--- config.mk ---
export PLATFORM = sky130hd
export DESIGN_NAME = dwsc_cfg_regs
export DESIGN_NICKNAME = d
export VERILOG_FILES = /design/src/dwsc_pkg.sv /design/src/dwsc_cfg_regs.sv
export SDC_FILE = /design/constraint.sdc
export NUM_CORES = 1
export LEC_CHECK = 0
export BUFFER_PORTS_ARGS = -buffer_cell sky130_fd_sc_hd__buf_2
export CAP_MARGIN = 20
export CORE_MARGIN = 2
export CORE_UTILIZATION = 51
export DETAILED_ROUTE_END_ITERATION = 12
export PLACE_DENSITY_LB_ADDON = 0.1
export SLEW_MARGIN = 20
export SYNTH_ARGS = -nofsm -noshare
export SYNTH_HDL_FRONTEND = slang
export SYNTH_SLANG_ARGS = --single-unit
--- constraint.sdc ---
create_clock -name clk -period 1.2 [get_ports clk]
set_input_delay 0.06 -clock clk [delete_from_list [all_inputs] [get_ports clk]]
set_output_delay 0.06 -clock clk [all_outputs]
set_load 0.005 [all_outputs]
--- src/dwsc_pkg.sv ---
// ----------------------------------------------------------------------------
// dwsc_pkg
// Types, field widths, register indexes and mode codes of the dual wheel
// speed controller.
// ----------------------------------------------------------------------------
package dwsc_pkg;

  // field widths
  localparam int COUNT_W  = 32;
  localparam int TARGET_W = 16;
  localparam int DRIVE_W  = 9;
  localparam int GAIN_W   = 16;

  // configuration port
  localparam int CFG_IDX_W  = 3;
  localparam int CFG_DATA_W = 16;

  // default output limit
  localparam int unsigned DRIVE_LIMIT_DEF = 255;

  typedef logic signed [COUNT_W-1:0]  count_t;
  typedef logic signed [TARGET_W-1:0] target_t;
  typedef logic signed [DRIVE_W-1:0]  drive_t;
  typedef logic [GAIN_W-1:0]          gain_t;

  // register indexes
  localparam logic [CFG_IDX_W-1:0] CFG_CONTROL_MODE        = 3'd0;
  localparam logic [CFG_IDX_W-1:0] CFG_PID_SPEED_GAIN      = 3'd1;
  localparam logic [CFG_IDX_W-1:0] CFG_PID_INTEGRAL_GAIN   = 3'd2;
  localparam logic [CFG_IDX_W-1:0] CFG_PID_DERIVATIVE_GAIN = 3'd3;
  localparam logic [CFG_IDX_W-1:0] CFG_PI_GAIN             = 3'd4;
  localparam logic [CFG_IDX_W-1:0] CFG_P_GAIN              = 3'd5;
  localparam logic [CFG_IDX_W-1:0] CFG_PULSE_SCALE         = 3'd6;

  // control modes; the fourth code drives zero
  localparam logic [1:0] MODE_PID = 2'd0;
  localparam logic [1:0] MODE_PI  = 2'd1;
  localparam logic [1:0] MODE_P   = 2'd2;

  // register reset values
  localparam logic [1:0] MODE_RST        = MODE_PID;
  localparam gain_t SPEED_GAIN_RST       = 16'd256;
  localparam gain_t INTEGRAL_GAIN_RST    = 16'd256;
  localparam gain_t DERIVATIVE_GAIN_RST  = 16'd0;
  localparam gain_t PI_GAIN_RST          = 16'd256;
  localparam gain_t P_GAIN_RST           = 16'd256;
  localparam gain_t PULSE_SCALE_RST      = 16'd6144;

  // register set as seen by the datapath
  typedef struct packed {
    logic [1:0] mode;
    gain_t      speed_gain;
    gain_t      integral_gain;
    gain_t      derivative_gain;
    gain_t      pi_gain;
    gain_t      p_gain;
    gain_t      pulse_scale;
  } dwsc_cfg_t;

endpackage

--- src/dwsc_cfg_regs.sv ---
// ----------------------------------------------------------------------------
// dwsc_cfg_regs
// Configuration register file, written through a plain write port.
// ----------------------------------------------------------------------------
module dwsc_cfg_regs import dwsc_pkg::*; (
  input  logic                  clk,
  input  logic                  rst,
  input  logic                  cfg_we,
  input  logic [CFG_IDX_W-1:0]  cfg_index,
  input  logic [CFG_DATA_W-1:0] cfg_data,
  output dwsc_cfg_t             cfg
);

  // register writes; unknown indexes are ignored
  always_ff @(posedge clk) begin
    if (rst) begin
      cfg.mode            <= MODE_RST;
      cfg.speed_gain      <= SPEED_GAIN_RST;
      cfg.integral_gain   <= INTEGRAL_GAIN_RST;
      cfg.derivative_gain <= DERIVATIVE_GAIN_RST;
      cfg.pi_gain         <= PI_GAIN_RST;
      cfg.p_gain          <= P_GAIN_RST;
      cfg.pulse_scale     <= PULSE_SCALE_RST;
    end else if (cfg_we) begin
      case (cfg_index)
        CFG_CONTROL_MODE:        cfg.mode            <= cfg_data[1:0];
        CFG_PID_SPEED_GAIN:      cfg.speed_gain      <= cfg_data[GAIN_W-1:0];
        CFG_PID_INTEGRAL_GAIN:   cfg.integral_gain   <= cfg_data[GAIN_W-1:0];
        CFG_PID_DERIVATIVE_GAIN: cfg.derivative_gain <= cfg_data[GAIN_W-1:0];
        CFG_PI_GAIN:             cfg.pi_gain         <= cfg_data[GAIN_W-1:0];
        CFG_P_GAIN:              cfg.p_gain          <= cfg_data[GAIN_W-1:0];
        CFG_PULSE_SCALE:         cfg.pulse_scale     <= cfg_data[GAIN_W-1:0];
        default: ;
      endcase
    end
  end

endmodule

-- After elaboration in Yosys (flattened, before gate mapping)
Index checks and enable logic that the tools add are counted.
- register bits: 98
- bits of input ports: 22
- output and inout bits: 98
- logic and storage cells: 21
- eq/ne operators: 6
- reductions and logical operators: 8
- operators with widths (operator ; number):
    AND reduction 2 bit ; 7
    == test 3 bit, second input constant ; 3
    == test 3 x 2 -> 1 bit, second input constant ; 2
    == test 3 x 1 -> 1 bit, second input constant ; 1
    zero test 3 bit ; 1

-- Logic depth before layout (Yosys ltp)
- depth in word-level cells: 2
- mapped depth: 5
- depth with buffers taken out: 2

-- Worst setup path before layout
Ideal clock, no wire load.
- path kind: input to register
- from: in cfg_index[2]
- to: reg cfg[69] (netlist name)
- setup time: 72 ps
- arrival: 896 ps
- slack: 232 ps
- stages: 5
- buffers on the path: 3
- cell sequence: buf_4 > and4bb_1 > buf_6 > buf_6 > mux2i_1
- cells in the longest elaborated chain, start to end: 2
- ends and longest elaborated chain (what ; RTL line ; text):
    start: declaration ; dwsc_cfg_regs.sv:9 ; input logic [CFG_IDX_W-1:0] cfg_index,
    == test 3 x 2 -> 1 bit ; dwsc_cfg_regs.sv:25 ; case (cfg_index)
    AND reduction 2 bit (no line) ; n/a ;
    end: declaration ; dwsc_cfg_regs.sv:11 ; output dwsc_cfg_t cfg
Every way passes these cells.
A chain may end at the register's enable or synchronous reset.

-- Worst setup path after layout
- from: reg cfg[35] (netlist name)
- to: out cfg[35] (netlist name)
No word-level cell between the ends.

==> impl_metrics.py <==
metrics = {
    "run_status": {
        "outcome": "finished, final reports clean",
    },
    "route": {
        "viasPerCell": 4.83,
        "first_pass_iters": 4,
        "detail_route.wl_per_cell_um": 15.2,
        "via_count": 2765,
        "drc_errors": 0,
        "wirelength_um": 8670,
        "postRouteAntennaNets": 0,
        "drt_first_iter_violations": 49,
    },
    "timing": {
        "setup_violations": 0,
        "totalNegativeSetupSlack_ns": 0,
        "skew_ns": 0,
        "worst_slew_margin_rel_pct": 76.1,
        "unrepaired_setup_endpoints_after_global_routing": "false",
        "hold-worst-slack_ns": 0.0221,
        "fin_crit_sh_pct": 75.2,
        "timing_max_transition_violations_final": 0,
        "finalCriticalPeriod_ns": 0.902,
        "final_hold_viol_count": 0,
        "worst_slew_pin_slew_ns": 0.358,
        "fmaxAchievable_mhz": 1110,
    },
    "placement": {
        "io_buffer_count": 119,
        "gp_congestion": 0.749,
        "post-dp-hpwl_um": 6050,
        "dpl.cell_count": 556,
    },
    "setup_path": {
        "worst_ep_required_time_ns": 1.14,
        "critPathMaxFanout": 2,
        "endpoint_kind": "output port",
        "worstPathCellList": "buf_2",
        "largest_stage_delay_on_the_critical_path_ns": 0.36,
        "worst_ep_arrival_time_ns": 0.84,
        "criticalPathCategory": "reg2out",
        "crit_slowest_cell": "sky130_fd_sc_hd__dfxtp_1",
        "critical_path.top_delay_family": "flip-flops",
        "critical_path_buf_inv_count": 1,
        "cp-start-kind": "flop",
    },
    "flow_run": {
        "cap_viol_max_count": 0,
    },
    "power": {
        "power.switching_fraction_pct": 23.2,
        "totalPowerFinal_w": 0.00594,
        "leakage_nw": 2.57,
        "switchingPower_w": 0.00138,
        "power_frac_seq_pct": 56.5,
        "power_density_nw_per_um2": 1230,
        "combinationalPowerShare_pct": 8.0,
        "power_frac_clock_pct": 35.5,
        "worst_ir_drop_vdd_v": 0.000796,
        "p_int_w": 0.00456,
    },
    "logic_synthesis": {
        "mapped_cells": 350,
        "yosysSeqAreaShare_pct": 49.7,
        "syn_avg_cell_area_um2": 11.3,
        "ys.warnings.count": 0,
        "ys_top_cells_by_area": "sky130_fd_sc_hd__dfxtp_1, sky130_fd_sc_hd__mux2i_1, sky130_fd_sc_hd__nand2b_1, sky130_fd_sc_hd__buf_6, sky130_fd_sc_hd__clkbuf_1",
        "synth_fp_nets": 372,
        "ys_async_sr_fraction_pct": 0,
        "synthTopCellsByCount": "sky130_fd_sc_hd__nand2b_1, sky130_fd_sc_hd__dfxtp_1, sky130_fd_sc_hd__mux2i_1",
        "synth.cell_area_um2": 3950,
        "number_of_flops_mapped_to_enable_cells_by_yosys": 0,
        "synth_seq_cells": 98,
        "synthMostInstantiatedCell": "sky130_fd_sc_hd__nand2b_1",
        "ys_dominant_reg_cell": "sky130_fd_sc_hd__dfxtp_1",
        "synth_top_cell_area_share_pct": 49.7,
        "post-synth-top-area-cell": "sky130_fd_sc_hd__dfxtp_1",
        "synth.distinct_cells": 14,
    },
    "finish": {
        "layout_top_registers": "cfg x98",
        "post_layout_net_count": 488,
        "flip_flop_count_of_the_largest_register_after_layout": 98,
        "post_route_cells_drive_above_1_share_pct": 31.5,
        "ant_diodes": 0,
        "area_growth_from_synthesis_to_layout_pct": 22.1,
        "stdcell_count": 572,
        "top_register": "cfg",
        "final_core_utilization_pct": 63.4,
    },
    "floorplan": {
        "starting_density_of_the_core_pct": 51.9,
        "die_area_um2": 8460,
        "die_width_um": 92.0,
        "rows": 32,
        "fp.coreArea_um2": 7610,
        "die_h_um": 92.0,
        "pin_count": 120,
    },
    "clocking": {
        "post-cts-setup-buffers": 0,
        "postCtsResizedCells": 0,
        "tritoncts.num_buffers": 9,
        "root_buffer": "sky130_fd_sc_hd__clkbuf_8",
        "clk-insertion-delay-late_ns": 0.35,
        "tritoncts": "yes",
        "clk_transition_reported_paths_ns": 0.09,
        "hold_buffer_count_at_cts": 1,
        "cts_sinks": 98,
        "htree_levels": 3,
        "clk_path_buf_depth": 2,
    },
    "hold_path": {
        "min_path_type": "in2reg",
    },
    "global_routing": {
        "wire_length_of_the_first_global_routing_pass_um": 13800,
        "initial_antenna_violation_count": 0,
        "globalRoute.totalOverflow": 0,
        "number_of_global_route_vias_before_repair": 2661,
        "grt_usage_pct": 20.9,
        "largest_net_degree_at_the_start_of_global_routing": 52,
    },
}
## path summary, 6_finish.rpt
check                            start                   end  slack, ns  cells after the start
setup / recovery  cfg[35]$_SDFFE_PP0P_               cfg[35]       0.30                      1
hold / removal            cfg_data[11]  cfg[11]$_SDFFE_PP1P_       0.02                      3
setup reg to reg  cfg[46]$_SDFFE_PP0P_  cfg[46]$_SDFFE_PP0P_       0.57                      2
hold reg to reg   cfg[52]$_SDFFE_PP0P_  cfg[52]$_SDFFE_PP0P_       0.47                      2
## metal layers
layer	up-vias	GRT usage, %	part of all wire, %
li1	1388	-	-
met4	0	8.96	1.4
met5	-	0	0
met3	8	5.59	6.1
met1	1297	27.7	47
met2	72	32.4	46
## power by group through the flow
stage	Sequential [W]	Clock, W	Combinational (W)
2_1_floorplan	0.00344	0	0.000288
3_3_place_gp	0.00343	0	0.000471
3_5_place_dp	0.00343	0	0.000479
4_1_cts	0.00336	0.00215	0.000483
5_1_grt	0.00337	0.00227	0.000518
6_report	0.00336	0.00211	0.000477
## cell usage in the layout (no fill, tap or decap)
master and count:
sky130_fd_sc_hd__buf_2 119, sky130_fd_sc_hd__nand2b_1 108, sky130_fd_sc_hd__mux2i_1 98, sky130_fd_sc_hd__dfxtp_1 98, sky130_fd_sc_hd__clkbuf_8 10, sky130_fd_sc_hd__nor2_1 9
sky130_fd_sc_hd__buf_4 9, sky130_fd_sc_hd__nand4bb_1 3, sky130_fd_sc_hd__buf_12 3, sky130_fd_sc_hd__and4bb_1 2, sky130_fd_sc_hd__nand4b_1 2, sky130_fd_sc_hd__clkinvlp_4 2
sky130_fd_sc_hd__clkinv_2 2, sky130_fd_sc_hd__nand4b_2 1, sky130_fd_sc_hd__and4b_1 1, sky130_fd_sc_hd__or4b_4 1, sky130_fd_sc_hd__bufinv_16 1, sky130_fd_sc_hd__dlygate4sd3_1 1
## through the flow
step                      setup WS [ns]  area, um^2
after floorplan                   0.232        3950
after global placement            0.184        4620
after detailed placement          0.162        4620
after CTS                         0.282        4820
after global routing              0.258        4820
final                             0.298        4820
## logic make-up (layout without fill, tap and decap cells)
logic type	Yosys count	after routing	synth area share, %
mux	98	98	24.8
buf+inv	27	147	4.56
flops	98	98	49.7
simple gates	127	127	20.9
## final cells by class
cell class                 count  area (um^2)
timing repair buffer         132          733
sequential                    98         1960
multi-input combinational    225         1810
tap                          102          128
clock inverter                 5         55.1
clock buffer                  10          138
fill                         663         2790
## tightest hold or removal path: stages
cell                      delay (ns)
sky130_fd_sc_hd__buf_2          0.09
sky130_fd_sc_hd__nor2_1         0.05
sky130_fd_sc_hd__mux2i_1        0.13
(Power assumes the default switching activity.)
